--- src/rtl/core/sts_pkg.sv ---
// ----------------------------------------------------------------------------
// sts_pkg
// Shared types and codes of the S-expression token scanner.
// ----------------------------------------------------------------------------
package sts_pkg;

  localparam int OFFSET_BITS_DEF = 16;

  // Depth of the group queue between scanner and output stage
  localparam int QUEUE_DEPTH    = 4;
  localparam int QUEUE_PTR_BITS = $clog2(QUEUE_DEPTH);

  localparam logic [3:0] KIND_OPEN   = 4'd0;
  localparam logic [3:0] KIND_CLOSE  = 4'd1;
  localparam logic [3:0] KIND_STRING = 4'd2;
  localparam logic [3:0] KIND_NUMBER = 4'd3;
  localparam logic [3:0] KIND_IDENT  = 4'd4;
  localparam logic [3:0] KIND_BOOL   = 4'd5;
  localparam logic [3:0] KIND_CHAR   = 4'd6;
  localparam logic [3:0] KIND_END    = 4'd7;
  localparam logic [3:0] KIND_ERROR  = 4'd8;

  localparam logic [2:0] ERR_NONE      = 3'd0;
  localparam logic [2:0] ERR_STRING    = 3'd1;
  localparam logic [2:0] ERR_CHAR_NAME = 3'd2;
  localparam logic [2:0] ERR_HASH      = 3'd3;
  localparam logic [2:0] ERR_BAD_CHAR  = 3'd4;

  typedef struct packed {
    logic [3:0]  kind;
    logic [15:0] start;
    logic [15:0] length;
    logic        frac;
    logic [7:0]  char_val;
    logic        bool_val;
    logic [2:0]  err;
  } tok_t;

  // All tokens caused by one input byte
  typedef struct packed {
    logic pair;
    tok_t tok_a;
    tok_t tok_b;
  } group_t;

endpackage

--- src/rtl/core/sts_front.sv ---
// ----------------------------------------------------------------------------
// sts_front
// Byte scanner: classifies each accepted byte and pushes the token group it causes, if any.
// ----------------------------------------------------------------------------
module sts_front #(
  parameter int OFFSET_BITS = sts_pkg::OFFSET_BITS_DEF
) (
  input  logic                clk,
  input  logic                rst,
  input  logic                in_valid,
  input  logic [7:0]          in_byte,
  output logic                in_stall,
  input  logic                q_full,
  output logic                push,
  output sts_pkg::group_t     push_data
);

  localparam logic [3:0] M_IDLE    = 4'd0;
  localparam logic [3:0] M_STRING  = 4'd1;
  localparam logic [3:0] M_NUM     = 4'd2;
  localparam logic [3:0] M_NUMDOT  = 4'd3;
  localparam logic [3:0] M_NUMFRAC = 4'd4;
  localparam logic [3:0] M_IDENT   = 4'd5;
  localparam logic [3:0] M_HASH    = 4'd6;
  localparam logic [3:0] M_CHAR    = 4'd7;
  localparam logic [3:0] M_ERROR   = 4'd8;

  localparam logic [7:0] CH_NUL    = 8'h00;
  localparam logic [7:0] CH_TAB    = 8'h09;
  localparam logic [7:0] CH_LF     = 8'h0A;
  localparam logic [7:0] CH_CR     = 8'h0D;
  localparam logic [7:0] CH_SPACE  = 8'h20;
  localparam logic [7:0] CH_QUOTE  = 8'h22;
  localparam logic [7:0] CH_HASH   = 8'h23;
  localparam logic [7:0] CH_LPAREN = 8'h28;
  localparam logic [7:0] CH_RPAREN = 8'h29;
  localparam logic [7:0] CH_DOT    = 8'h2E;
  localparam logic [7:0] CH_BSLASH = 8'h5C;
  localparam logic [7:0] CH_LOW_T  = 8'h74;
  localparam logic [7:0] CH_LOW_F  = 8'h66;
  localparam logic [7:0] CH_UP_T   = 8'h54;
  localparam logic [7:0] CH_UP_F   = 8'h46;

  // Character names, left aligned, zero padded
  localparam logic [63:0] TXT_NEWLINE = {"newline", 8'h00};
  localparam logic [63:0] TXT_SPACE   = {"space", 24'h000000};
  localparam logic [63:0] TXT_TAB     = {"tab", 40'h0000000000};
  localparam logic [15:0] LEN_NEWLINE = 16'd7;
  localparam logic [15:0] LEN_SPACE   = 16'd5;
  localparam logic [15:0] LEN_TAB     = 16'd3;
  localparam logic [7:0]  VAL_NEWLINE = 8'd10;
  localparam logic [7:0]  VAL_SPACE   = 8'd32;
  localparam logic [7:0]  VAL_TAB     = 8'd9;

  logic [3:0]             mode, mode_next;
  logic [OFFSET_BITS-1:0] offset, offset_next;
  logic [OFFSET_BITS-1:0] tbegin, tbegin_next;
  logic [15:0]            tcount, tcount_next;
  logic [7:0]             fbyte, fbyte_next;
  logic [2:0]             nmatch, nmatch_next;
  logic                   frac, frac_next;

  logic                   accept;
  logic                   va, vb, vc;
  sts_pkg::tok_t          ta, tb, tc;

  function automatic logic is_digit(input logic [7:0] ch);
    is_digit = (ch >= 8'h30) && (ch <= 8'h39);
  endfunction

  function automatic logic is_ident(input logic [7:0] ch);
    is_ident = ((ch >= 8'h61) && (ch <= 8'h7A)) || ((ch >= 8'h41) && (ch <= 8'h5A)) ||
               (ch == 8'h5F) || (ch == 8'h2B) || (ch == 8'h2D) || (ch == 8'h2A) ||
               (ch == 8'h2F);
  endfunction

  function automatic logic [OFFSET_BITS-1:0] off_inc(input logic [OFFSET_BITS-1:0] v);
    off_inc = (&v) ? v : v + OFFSET_BITS'(1);
  endfunction

  function automatic logic [15:0] sat16(input logic [OFFSET_BITS-1:0] v);
    logic [31:0] w;
    w = 32'(v);
    sat16 = (w > 32'h0000_FFFF) ? 16'hFFFF : w[15:0];
  endfunction

  function automatic logic [15:0] len_inc(input logic [15:0] v);
    len_inc = (&v) ? v : v + 16'd1;
  endfunction

  function automatic logic [15:0] len_add2(input logic [15:0] v);
    logic [16:0] s;
    s = {1'b0, v} + 17'd2;
    len_add2 = s[16] ? 16'hFFFF : s[15:0];
  endfunction

  function automatic logic [7:0] name_char(input logic [63:0] txt, input logic [2:0] pos);
    name_char = txt[{~pos, 3'b000} +: 8];
  endfunction

  function automatic sts_pkg::tok_t mk_tok(input logic [3:0] kind, input logic [15:0] start,
                                           input logic [15:0] len, input logic fr,
                                           input logic [7:0] chv, input logic bv,
                                           input logic [2:0] err);
    sts_pkg::tok_t t;
    t.kind     = kind;
    t.start    = start;
    t.length   = len;
    t.frac     = fr;
    t.char_val = chv;
    t.bool_val = bv;
    t.err      = err;
    mk_tok     = t;
  endfunction

  assign in_stall = q_full;
  assign accept   = in_valid && !q_full;

  always_comb begin
    logic [7:0]             c;
    logic                   restart;
    logic                   do_idle;
    logic                   do_fail;
    logic [2:0]             fcode;
    logic [OFFSET_BITS-1:0] fat;
    logic [15:0]            flen;

    c           = in_byte;
    mode_next   = mode;
    tbegin_next = tbegin;
    tcount_next = tcount;
    fbyte_next  = fbyte;
    nmatch_next = nmatch;
    frac_next   = frac;
    va          = 1'b0;
    vb          = 1'b0;
    vc          = 1'b0;
    ta          = '0;
    tb          = '0;
    tc          = '0;
    restart     = 1'b0;
    do_idle     = 1'b0;
    do_fail     = 1'b0;
    fcode       = sts_pkg::ERR_NONE;
    fat         = offset;
    flen        = 16'd0;

    case (mode)
      M_IDLE: begin
        do_idle = 1'b1;
      end
      M_STRING: begin
        if (c == CH_QUOTE) begin
          va        = 1'b1;
          ta        = mk_tok(sts_pkg::KIND_STRING, sat16(tbegin), tcount, 1'b0, 8'h00, 1'b0,
                             sts_pkg::ERR_NONE);
          mode_next = M_IDLE;
        end else if (c == CH_NUL) begin
          do_fail = 1'b1;
          fcode   = sts_pkg::ERR_STRING;
        end else begin
          tcount_next = len_inc(tcount);
        end
      end
      M_NUM, M_NUMFRAC: begin
        if (is_digit(c)) begin
          tcount_next = len_inc(tcount);
        end else if ((c == CH_DOT) && (mode == M_NUM)) begin
          mode_next = M_NUMDOT;
        end else begin
          va      = 1'b1;
          ta      = mk_tok(sts_pkg::KIND_NUMBER, sat16(tbegin), tcount, frac, 8'h00, 1'b0,
                           sts_pkg::ERR_NONE);
          do_idle = 1'b1;
        end
      end
      M_NUMDOT: begin
        if (is_digit(c)) begin
          tcount_next = len_add2(tcount);
          frac_next   = 1'b1;
          mode_next   = M_NUMFRAC;
        end else begin
          // Emit the number without its dot, then flag the dot; drop it at end of text
          va      = (c != CH_NUL);
          ta      = mk_tok(sts_pkg::KIND_NUMBER, sat16(tbegin), tcount, frac, 8'h00, 1'b0,
                           sts_pkg::ERR_NONE);
          do_fail = 1'b1;
          fcode   = sts_pkg::ERR_BAD_CHAR;
          fat     = (offset != '0) ? offset - OFFSET_BITS'(1) : '0;
          flen    = 16'd1;
        end
      end
      M_IDENT: begin
        if (is_ident(c) || is_digit(c)) begin
          tcount_next = len_inc(tcount);
        end else begin
          va = 1'b1;
          if ((tcount == 16'd1) && ((fbyte == CH_LOW_T) || (fbyte == CH_LOW_F))) begin
            ta = mk_tok(sts_pkg::KIND_BOOL, sat16(tbegin), 16'd1, 1'b0, 8'h00,
                        fbyte == CH_LOW_T, sts_pkg::ERR_NONE);
          end else begin
            ta = mk_tok(sts_pkg::KIND_IDENT, sat16(tbegin), tcount, 1'b0, 8'h00, 1'b0,
                        sts_pkg::ERR_NONE);
          end
          do_idle = 1'b1;
        end
      end
      M_HASH: begin
        if (c == CH_BSLASH) begin
          mode_next   = M_CHAR;
          tbegin_next = off_inc(offset);
          tcount_next = 16'd0;
          fbyte_next  = 8'h00;
          nmatch_next = 3'b111;
        end else if ((c == CH_LOW_T) || (c == CH_UP_T) || (c == CH_LOW_F) ||
                     (c == CH_UP_F)) begin
          va        = 1'b1;
          ta        = mk_tok(sts_pkg::KIND_BOOL, sat16(tbegin), 16'd2, 1'b0, 8'h00,
                             (c == CH_LOW_T) || (c == CH_UP_T), sts_pkg::ERR_NONE);
          mode_next = M_IDLE;
        end else begin
          do_fail = 1'b1;
          fcode   = sts_pkg::ERR_HASH;
        end
      end
      M_CHAR: begin
        if (is_ident(c)) begin
          // Drop each name that the new byte rules out
          nmatch_next[0] = nmatch[0] && (tcount < LEN_NEWLINE) &&
                           (name_char(TXT_NEWLINE, tcount[2:0]) == c);
          nmatch_next[1] = nmatch[1] && (tcount < LEN_SPACE) &&
                           (name_char(TXT_SPACE, tcount[2:0]) == c);
          nmatch_next[2] = nmatch[2] && (tcount < LEN_TAB) &&
                           (name_char(TXT_TAB, tcount[2:0]) == c);
          if (tcount == 16'd0) begin
            fbyte_next = c;
          end
          tcount_next = len_inc(tcount);
        end else begin
          if (tcount == 16'd1) begin
            va = 1'b1;
            ta = mk_tok(sts_pkg::KIND_CHAR, sat16(tbegin), 16'd1, 1'b0, fbyte, 1'b0,
                        sts_pkg::ERR_NONE);
          end else if (nmatch[0] && (tcount == LEN_NEWLINE)) begin
            va = 1'b1;
            ta = mk_tok(sts_pkg::KIND_CHAR, sat16(tbegin), tcount, 1'b0, VAL_NEWLINE, 1'b0,
                        sts_pkg::ERR_NONE);
          end else if (nmatch[1] && (tcount == LEN_SPACE)) begin
            va = 1'b1;
            ta = mk_tok(sts_pkg::KIND_CHAR, sat16(tbegin), tcount, 1'b0, VAL_SPACE, 1'b0,
                        sts_pkg::ERR_NONE);
          end else if (nmatch[2] && (tcount == LEN_TAB)) begin
            va = 1'b1;
            ta = mk_tok(sts_pkg::KIND_CHAR, sat16(tbegin), tcount, 1'b0, VAL_TAB, 1'b0,
                        sts_pkg::ERR_NONE);
          end
          if (va) begin
            do_idle = 1'b1;
          end else begin
            do_fail = 1'b1;
            fcode   = sts_pkg::ERR_CHAR_NAME;
          end
        end
      end
      default: begin
        // Latched error: ignore bytes until end of text
        mode_next = M_ERROR;
        if (c == CH_NUL) begin
          vb      = 1'b1;
          tb      = mk_tok(sts_pkg::KIND_END, sat16(offset), 16'd0, 1'b0, 8'h00, 1'b0,
                           sts_pkg::ERR_NONE);
          restart = 1'b1;
        end
      end
    endcase

    // Scan the byte as the start of a new token
    if (do_idle) begin
      mode_next = M_IDLE;
      if (c == CH_NUL) begin
        vb      = 1'b1;
        tb      = mk_tok(sts_pkg::KIND_END, sat16(offset), 16'd0, 1'b0, 8'h00, 1'b0,
                         sts_pkg::ERR_NONE);
        restart = 1'b1;
      end else if (c == CH_LPAREN) begin
        vb = 1'b1;
        tb = mk_tok(sts_pkg::KIND_OPEN, sat16(offset), 16'd1, 1'b0, 8'h00, 1'b0,
                    sts_pkg::ERR_NONE);
      end else if (c == CH_RPAREN) begin
        vb = 1'b1;
        tb = mk_tok(sts_pkg::KIND_CLOSE, sat16(offset), 16'd1, 1'b0, 8'h00, 1'b0,
                    sts_pkg::ERR_NONE);
      end else if ((c == CH_SPACE) || (c == CH_TAB) || (c == CH_CR) || (c == CH_LF)) begin
        mode_next = M_IDLE;
      end else begin
        tbegin_next = offset;
        tcount_next = 16'd1;
        fbyte_next  = c;
        frac_next   = 1'b0;
        if (c == CH_QUOTE) begin
          mode_next   = M_STRING;
          tbegin_next = off_inc(offset);
          tcount_next = 16'd0;
        end else if (c == CH_HASH) begin
          mode_next = M_HASH;
        end else if (is_digit(c)) begin
          mode_next = M_NUM;
        end else if (is_ident(c)) begin
          mode_next = M_IDENT;
        end else begin
          vb        = 1'b1;
          tb        = mk_tok(sts_pkg::KIND_ERROR, sat16(offset), 16'd1, 1'b0, 8'h00, 1'b0,
                             sts_pkg::ERR_BAD_CHAR);
          mode_next = M_ERROR;
        end
      end
    end

    if (do_fail) begin
      vb = 1'b1;
      tb = mk_tok(sts_pkg::KIND_ERROR, sat16(fat), flen, 1'b0, 8'h00, 1'b0, fcode);
      if (c == CH_NUL) begin
        vc      = 1'b1;
        tc      = mk_tok(sts_pkg::KIND_END, sat16(offset), 16'd0, 1'b0, 8'h00, 1'b0,
                         sts_pkg::ERR_NONE);
        restart = 1'b1;
      end else begin
        mode_next = M_ERROR;
      end
    end

    if (restart) begin
      mode_next   = M_IDLE;
      offset_next = '0;
      tbegin_next = '0;
      tcount_next = 16'd0;
      fbyte_next  = 8'h00;
      nmatch_next = 3'b111;
      frac_next   = 1'b0;
    end else begin
      offset_next = off_inc(offset);
    end
  end

  // Pack up to two tokens in order
  always_comb begin
    push_data = '0;
    if (va) begin
      push_data.tok_a = ta;
      push_data.tok_b = vb ? tb : tc;
      push_data.pair  = vb || vc;
    end else if (vb) begin
      push_data.tok_a = tb;
      push_data.tok_b = tc;
      push_data.pair  = vc;
    end else begin
      push_data.tok_a = tc;
      push_data.pair  = 1'b0;
    end
  end

  assign push = accept && (va || vb || vc);

  always_ff @(posedge clk) begin
    if (rst) begin
      mode   <= M_IDLE;
      offset <= '0;
      tbegin <= '0;
      tcount <= 16'd0;
      fbyte  <= 8'h00;
      nmatch <= 3'b111;
      frac   <= 1'b0;
    end else if (accept) begin
      mode   <= mode_next;
      offset <= offset_next;
      tbegin <= tbegin_next;
      tcount <= tcount_next;
      fbyte  <= fbyte_next;
      nmatch <= nmatch_next;
      frac   <= frac_next;
    end
  end

endmodule

--- src/rtl/core/sts_queue.sv ---
// ----------------------------------------------------------------------------
// sts_queue
// Short queue of token groups between the scanner and the output stage.
// ----------------------------------------------------------------------------
module sts_queue (
  input  logic            clk,
  input  logic            rst,
  input  logic            push,
  input  sts_pkg::group_t push_data,
  input  logic            pop,
  output logic            full,
  output logic            empty,
  output sts_pkg::group_t head
);

  localparam int DEPTH = sts_pkg::QUEUE_DEPTH;
  localparam int PTR   = sts_pkg::QUEUE_PTR_BITS;

  sts_pkg::group_t  slot [DEPTH];
  logic [PTR-1:0]   wptr;
  logic [PTR-1:0]   rptr;
  logic [PTR:0]     cnt;

  assign full  = (cnt == (PTR + 1)'(DEPTH));
  assign empty = (cnt == '0);
  assign head  = slot[rptr];

  always_ff @(posedge clk) begin
    if (push) begin
      slot[wptr] <= push_data;
    end
  end

  always_ff @(posedge clk) begin
    if (rst) begin
      wptr <= '0;
      rptr <= '0;
      cnt  <= '0;
    end else begin
      if (push) begin
        wptr <= wptr + PTR'(1);
      end
      if (pop) begin
        rptr <= rptr + PTR'(1);
      end
      case ({push, pop})
        2'b10:   cnt <= cnt + (PTR + 1)'(1);
        2'b01:   cnt <= cnt - (PTR + 1)'(1);
        default: cnt <= cnt;
      endcase
    end
  end

endmodule

--- src/rtl/core/sts_back.sv ---
// ----------------------------------------------------------------------------
// sts_back
// Output stage: sends the tokens of each group one per transfer.
// ----------------------------------------------------------------------------
module sts_back (
  input  logic            clk,
  input  logic            rst,
  input  logic            q_empty,
  input  sts_pkg::group_t head,
  output logic            pop,
  input  logic            out_stall,
  output logic            out_valid,
  output sts_pkg::tok_t   out_tok,
  output logic            out_last
);

  logic          half;
  logic          load;
  logic          fin;
  sts_pkg::tok_t sel_tok;

  assign load    = !q_empty && (!out_valid || !out_stall);
  assign fin     = !head.pair || half;
  assign sel_tok = half ? head.tok_b : head.tok_a;
  assign pop     = load && fin;

  always_ff @(posedge clk) begin
    if (load) begin
      out_tok  <= sel_tok;
      out_last <= fin;
    end
  end

  always_ff @(posedge clk) begin
    if (rst) begin
      out_valid <= 1'b0;
      half      <= 1'b0;
    end else if (load) begin
      out_valid <= 1'b1;
      half      <= !fin;
    end else if (!out_stall) begin
      out_valid <= 1'b0;
    end
  end

endmodule

--- src/rtl/core/sexpr_token_scanner_unit.sv ---
// ----------------------------------------------------------------------------
// sexpr_token_scanner_unit: streaming S-expr tokenizer, one byte per cycle unless in_stall.
// Path: a byte's tokens go into the group queue, then into the output register.
// Throughput: one byte per cycle unless in_stall; one token per transfer out (4-group queue).
// Reset: rst (synchronous) returns the scanner to idle at offset zero, empties the queue.
// ----------------------------------------------------------------------------
module sexpr_token_scanner_unit #(
  parameter int OFFSET_BITS = sts_pkg::OFFSET_BITS_DEF
) (
  input  logic        clk,
  input  logic        rst,
  input  logic        in_valid,
  output logic        in_stall,
  input  logic [7:0]  in_byte,
  output logic        out_valid,
  input  logic        out_stall,
  output logic [3:0]  tok_kind,
  output logic [15:0] tok_start,
  output logic [15:0] tok_length,
  output logic        has_fraction,
  output logic [7:0]  char_value,
  output logic        bool_value,
  output logic [2:0]  error_code,
  output logic        last
);

  logic            q_full;
  logic            q_empty;
  logic            push;
  logic            pop;
  sts_pkg::group_t push_data;
  sts_pkg::group_t head;
  sts_pkg::tok_t   out_tok;

  sts_front #(
    .OFFSET_BITS (OFFSET_BITS)
  ) u_front (
    .clk       (clk),
    .rst       (rst),
    .in_valid  (in_valid),
    .in_byte   (in_byte),
    .in_stall  (in_stall),
    .q_full    (q_full),
    .push      (push),
    .push_data (push_data)
  );

  sts_queue u_queue (
    .clk       (clk),
    .rst       (rst),
    .push      (push),
    .push_data (push_data),
    .pop       (pop),
    .full      (q_full),
    .empty     (q_empty),
    .head      (head)
  );

  sts_back u_back (
    .clk       (clk),
    .rst       (rst),
    .q_empty   (q_empty),
    .head      (head),
    .pop       (pop),
    .out_stall (out_stall),
    .out_valid (out_valid),
    .out_tok   (out_tok),
    .out_last  (last)
  );

  assign tok_kind     = out_tok.kind;
  assign tok_start    = out_tok.start;
  assign tok_length   = out_tok.length;
  assign has_fraction = out_tok.frac;
  assign char_value   = out_tok.char_val;
  assign bool_value   = out_tok.bool_val;
  assign error_code   = out_tok.err;

endmodule

--- config.mk ---
export PLATFORM = sky130hd
export DESIGN_NAME = sexpr_token_scanner_unit
export DESIGN_NICKNAME = d
export VERILOG_FILES = /design/src/rtl/core/sts_pkg.sv /design/src/rtl/core/sts_front.sv /design/src/rtl/core/sts_queue.sv /design/src/rtl/core/sts_back.sv /design/src/rtl/core/sexpr_token_scanner_unit.sv
export SDC_FILE = /design/constraint.sdc
export NUM_CORES = 1
export LEC_CHECK = 0
export BUFFER_PORTS_ARGS = -buffer_cell sky130_fd_sc_hd__buf_4
export CAP_MARGIN = 40
export CORE_MARGIN = 3
export CORE_UTILIZATION = 35
export CTS_CLUSTER_DIAMETER = 60
export DETAILED_ROUTE_END_ITERATION = 8
export SYNTH_ARGS = -nofsm -noshare
export SYNTH_HDL_FRONTEND = slang
export SYNTH_HIERARCHICAL = 1
export SYNTH_SLANG_ARGS = --single-unit
export TNS_END_PERCENT = 100
--- constraint.sdc ---
create_clock -name clk -period 5.21 [get_ports clk]
set_input_delay 0.7815 -clock clk [delete_from_list [all_inputs] [get_ports clk]]
set_output_delay 0.7815 -clock clk [all_outputs]
set_load 0.05 [all_outputs]
# After elaboration in Yosys (flattened, before gate mapping)
# Memories as Yosys holds them, arrays and structs flattened. A register that Yosys moved wholly into a read port is not among the register bits.
# Cells that the tools add are included.
[word_totals]
elab_cells = 303
memories = 1
reg_bits = 123
ram_bits = 396
inputBits = 12
out_inout_bits = 52
[classes]
n_mux = 163
addsub = 8
shifts = 3
bitwise_logic = 1
order_cmp = 9
n_reduce_logical = 57
n_eq_ne = 41
[mem_list]
columns = ["memory", "words", "word_bits", "rd", "rd_ports_with_merged_regs", "write_ports", "line", "rtl"]
rows = [
  ["u_queue.slot", 4, 99, 1, 1, 1, "sts_queue.sv:19", "sts_pkg::group_t slot [DEPTH];"],
]
[ops]
columns = ["cell", "n"]
rows = [
  ["$mux W49", 22],
  ["$mux W16", 30],
  ["$pmux W49 S6", 1],
  ["$shiftx A64 B7 Y8 const A", 3],
  ["$mux W48", 3],
  ["$mux W47", 3],
  ["$mux W99", 1],
  ["$pmux W16 S6", 1],
  ["$eq A8 B6 Y1 const B", 10],
  ["$mux W4", 18],
  ["$mux W8", 9],
  ["$eq A8 B7 Y1 const B", 8],
  ["$mux W1", 54],
  ["$mux W50", 1],
  ["$mux W46", 1],
  ["$add A16 B1 Y16 const B", 2],
  ["$eq A16 B3 Y1 const B", 2],
  ["$lt A16 B3 Y1 const B", 2],
  ["$reduce_and A16 Y1", 2],
  ["$eq A8 B4 Y1 const B", 3],
  ["$eq A8 B8 Y1", 3],
  ["$mux W3", 7],
  ["$pmux W4 S5", 1],
  ["$logic_or A1 B1 Y1", 19],
  ["other kinds (41)", 76],
]

# Depth between registers and ports, before layout
[depth]
depth_word = 23
ltp_mapped = 18
ltp_nobuf = 15

# Hierarchy
# The synthesis kept the hierarchy.
[modules_own_cells]
columns = ["module", "cells_each", "area_each_um2", "seq_area_each_um2", "n_inst"]
rows = [
  ["sts_queue", 564, 14684.1, 12071.6, 1],
  ["sts_front", 1133, 7659.8, 1281.2, 1],
  ["sts_back", 115, 2193.4, 1541.5, 1],
]

# Worst setup path after synthesis
# Ideal clock, no wire load.
[synth_timing]
path_type = "input -> register"
start = "input port in_byte[2]"
end = "memory u_queue/slot[0][0] (netlist name) (enable)"
setup_slack_ns = -0.459
n_path_buf = 2
path_stages = 9
required_ns = 4.741
setup_time_ns = 0.469
t_arrival_ns = 5.201
path_cell_list = "buf_2 > or3_4 > o21a_4 > a211o_4 > a21oi_1 > nor3_2 > clkbuf_1 > a31oi_1 > and2_1"
[synth_via]
elab_chain_len = 23
word_cells_on_any_way = 79
classes_between = "order compare: 6; eq/ne: 19; mux: 32; reduce/logical: 22"
[synth_rtl]
columns = ["element", "line", "rtl"]
rows = [
  ["from (decl)", "sexpr_token_scanner_unit.sv:14", "input logic [7:0] in_byte,"],
  ["$ge A8 B7 Y1 or $le A8 B7 Y1 (tied branches)", "sts_front.sv:72", "is_ident = ((ch >= 8'h61) && (ch <= 8'h7A)) || ((ch >= 8'h41) && (ch <= 8'h5A)) ||"],
  ["$logic_and A1 B1 Y1", "sts_front.sv:72", ""],
  ["$logic_or A1 B1 Y1 (2 in series)", "sts_front.sv:72", ""],
  ["$logic_or A1 B1 Y1 (4 in series)", "sts_front.sv:73", "(ch == 8'h5F) || (ch == 8'h2B) || (ch == 8'h2D) || (ch == 8'h2A) ||"],
  ["$mux W1", "sts_front.sv:308", "end else if (is_ident(c)) begin"],
  ["$mux W1", "sts_front.sv:306", "end else if (is_digit(c)) begin"],
  ["$mux W1", "sts_front.sv:304", "end else if (c == CH_HASH) begin"],
  ["$mux W1", "sts_front.sv:300", "if (c == CH_QUOTE) begin"],
  ["[4 not listed]", "n/a", ""],
  ["$mux W1", "sts_front.sv:278", "if (do_idle) begin"],
  ["$mux W1", "sts_front.sv:319", "if (do_fail) begin"],
  ["$logic_or A1 B1 Y1", "sts_front.sv:362", "assign push = accept && (va || vb || vc);"],
  ["$logic_or A1 B1 Y1 *", "sts_front.sv:362", ""],
  ["$logic_and A1 B1 Y1 *", "sts_front.sv:362", ""],
  ["via push", "sexpr_token_scanner_unit.sv:29", "logic push;"],
  ["$mux W1 *", "sts_queue.sv:29", "if (push) begin"],
  ["$mux W1 (not written as such) *", "sts_queue.sv:30", "slot[wptr] <= push_data;"],
  ["to (decl)", "sts_queue.sv:19", ""],
]
# The timed path passes the listed nets; every way through them passes the cells marked *.

# Worst setup path after layout
[layout_timing]
start = "register u_front.tcount[1]"
end = "memory u_queue/slot[1][41] (netlist name) (enable)"
[layout_via]
elab_chain_len = 18
word_cells_on_any_way = 29
classes_between = "eq/ne: 4; mux: 19; reduce/logical: 6"
[layout_rtl]
columns = ["element", "line", "rtl"]
rows = [
  ["from (decl)", "sts_front.sv:58", "logic [15:0] tcount, tcount_next;"],
  ["from (signal assigned)", "sts_front.sv:377", "tcount <= tcount_next;"],
  ["$eq A16 B2 Y1", "sts_front.sv:252", "end else if (nmatch[2] && (tcount == LEN_TAB)) begin"],
  ["$logic_and A1 B1 Y1", "sts_front.sv:252", ""],
  ["$mux W1", "sts_front.sv:252", ""],
  ["$mux W1", "sts_front.sv:248", "end else if (nmatch[1] && (tcount == LEN_SPACE)) begin"],
  ["$mux W1", "sts_front.sv:244", "end else if (nmatch[0] && (tcount == LEN_NEWLINE)) begin"],
  ["$mux W1 *", "sts_front.sv:240", "if (tcount == 16'd1) begin"],
  ["$mux W1 *", "sts_front.sv:227", "if (is_ident(c)) begin"],
  ["$mux W1 *", "sts_front.sv:148", "case (mode)"],
  ["[3 not listed]", "n/a", ""],
  ["$mux W1", "sts_front.sv:278", ""],
  ["$mux W1", "sts_front.sv:319", ""],
  ["$logic_or A1 B1 Y1", "sts_front.sv:362", ""],
  ["$logic_or A1 B1 Y1 *", "sts_front.sv:362", ""],
  ["$logic_and A1 B1 Y1 *", "sts_front.sv:362", ""],
  ["via push", "sexpr_token_scanner_unit.sv:29", ""],
  ["$mux W1 *", "sts_queue.sv:29", ""],
  ["$mux W1 (not written as such) *", "sts_queue.sv:30", ""],
]
# The timed path passes the listed nets; every way through them passes the cells marked *. The select of a mux whose other input is x is not followed.

==> metrics <==
drt initial violations=about 1700; clk buf depth=3; status=complete, no violations; final setup violation count=0; area leader, netlist=edfxtp_1; final slew viol count=0; met2 usage=0.260; DR vias=15800; initial antenna violation count=0; port buffer count=63; crit path time final=4.28 ns; final hold slack=0.453 ns; setup bufs post-CTS=0; Reg clk slew, reported paths=0.06 ns; critical path type=flop to flop; DRC=0; synthesized area=0.0245 mm²; Cell Rows=96; most common library cells after synthesis=edfxtp_1 (446), nor2_1 (120), nand2_1 (116); detailed placement HPWL=42200 µm; Synth warnings=6; Fillers=6299; number of flops mapped to enable cells by yosys=446; met1 Track Usage GR=0.247; pwr dens=around 470 mW/mm²; H-Tree Depth=2; Rel. slew slack=0.359; HP Class=primary input to flop; CTS root buf=clkbuf_16; Final Net Count=between 1500 and 2000; most used flip-flop cell after synthesis=edfxtp_1; Final Hold Fails=0; GR peak layer=met2; chip height=271 µm; first-pass GRT wire length=96400 µm; Area Overhead vs Synth=13.6%; area share of the largest cell type after synthesis=0.546; WL final=63500 µm; critical path arrival=~4.6 ns; post-CTS sizing=0; core area=around 0.069 mm²; Seq/Total Area, Yosys=0.607; unrepaired setup endpoints after global routing=false; largest net degree at the start of global routing=61; CP startpoint kind=flop; FFs w/ async S/R, synth=0; Fmax=234 MHz; drt first pass iters=5; CTS tree=yes; met3 Usage GRT=0.0350; ANT nets after route=0; Max VDD drop=0.402 mV; Final Wtd Congestion=0.901; DR vias/cell=5.58; IO Pins=64; Final TNS setup=0 ns; maxcap violations=0; Worst Path Required=between 5 and 6 ns; vias in the first global route=15300; Leak=between 9 and 10 nW; Worst Setup End Kind=flop; Wirelength per Cell=22.4 µm; Clock Sinks=521; CP Max Fanout=29; Synth Area per Inst=13.5 µm²; Slew @ Worst Pin=0.953 ns; share of layout cells above drive strength 1=0.217; GRT Total Usage=0.170; ANT cells=0; die width=271 µm; Skew-Pair Late Insertion Delay=0.62 ns; post-route clock period utilization=0.821; fin util=0.404; starting density of the core=0.355; synth unique cells=between 90 and 100; top cells by area, synth=edfxtp_1 (55%), mux4_2 (9.1%), dfxtp_1 (6.1%); Syn Inst Count=1812; CTS Buf Count=57; most numerous cell in the Yosys netlist=edfxtp_1; die area=about 0.073 mm²; global route overflow=0; Setup Skew=about 0.020 ns; Post-CTS Hold Buffers=0; #FFs+latches synth=about 520
==> layout by cell type, fill, tap and decap left out, types with 27 or more instances in the layout <==
| master | netlist | layout |
|---|---|---|
| nand3_1 | 54 | 54 |
| mux2_2 | 54 | 54 |
| mux4_2 | 99 | 99 |
| edfxtp_1 | 446 | 446 |
| dfxtp_1 | 75 | 72 |
| nor2_1 | 120 | 120 |
| a21oi_1 | 101 | 100 |
| buf_4 | 40 | 106 |
| o21ai_0 | 66 | 66 |
| and3_1 | 31 | 31 |
| clkbuf_16 | 0 | 58 |
| conb_1 | 1 | 27 |
| nor3_1 | 40 | 40 |
| nand2_1 | 116 | 116 |
==> stage by stage <==
stage | setup WS (ns) | instances | power [mW] | cell area, µm²
finish | 0.934 | 2834 | 13.2 | 27900
detailed placement | 0.588 | 2727 | 9.38 | 26000
floorplan | 0.202 | 1838 | 8.24 | 24600
global placement | 0.746 | 2717 | 9.31 | 25900
CTS | 0.977 | 2833 | 13.4 | 27900
global route | 0.596 | 2834 | 13.8 | 27900
==> metal layers <==
metal	up-vias	share of wire
met5	-	0
met4	0	0.019
met3	81	0.080
met2	632	0.45
met1	7953	0.45
li1	7146	-
==> where the power goes <==
group          internal [mW]  switching [mW]
combinational           1.28            2.33
sequential              5.38           0.258
clock                   2.30            1.67
==> logic make-up after synthesis <==
kind of cell               after synthesis  synth area share
AOI/OAI and AO/OA                      375             0.103
xor gates and xnor gates                32            0.0114
adders and majority gates               16           0.00846
buffers and inverters                  188            0.0399
DFF                                    521             0.607
muxes                                  163             0.120
other                                    1          0.000153
and+or+nand+nor                        516             0.110
==> area by class of cell <==
cell class / count / area (µm²) / area share
timing repair buffer: 123 / 1060 / 0.0380
clock inverter: 32 / 348 / 0.0125
inverter: 24 / 90.1 / 0.00323
sequential: 521 / 14900 / 0.535
multi-input combinational: 1129 / 8780 / 0.315
tap: 931 / 1160 / 0.0418
clock buffer: 74 / 1530 / 0.0549
==> critical path, cell delays in order (launching register included) <==
cell and delay, ns:
dfxtp_1 0.64, ha_1 0.49, a21oi_1 0.12, o211ai_1 0.39, nand3_1 0.26, a21oi_1 0.42, nor3_2 0.10, a31oi_1 0.59
and2_4 0.62, buf_4 0.33
==> flip-flops by register name, indices dropped and copies added, names as in the netlist, named ones only <==
register          count
u_back/half           1
u_back/out_last       1
u_back/out_tok       49
u_back/out_valid      1
u_front/fbyte         8
u_front/frac          1
u_front/mode          4
u_front/nmatch        3
u_front/offset       16
u_front/tbegin       16
u_front/tcount       16
u_queue/cnt           3
u_queue/rptr          2
u_queue/slot        396
u_queue/wptr          2
==> worst paths after layout <==
path / startpoint / end / slack, ns / cells after the start
setup reg to reg: u_front/tcount[1]$_SDFFE_PP0P_ / u_queue/slot[1][41]$_DFFE_PP_ / 0.93 / 9
setup / recovery: u_front/tcount[1]$_SDFFE_PP0P_ / u_queue/slot[1][41]$_DFFE_PP_ / 0.93 / 9
hold / removal: out_stall / u_back/out_valid$_SDFFE_PP0P_ / 0.45 / 3
hold reg to reg: u_front/frac$_SDFFE_PP0P_ / u_front/frac$_SDFFE_PP0P_ / 0.47 / 2
Note: power is estimated with default switching activity, not from simulation.
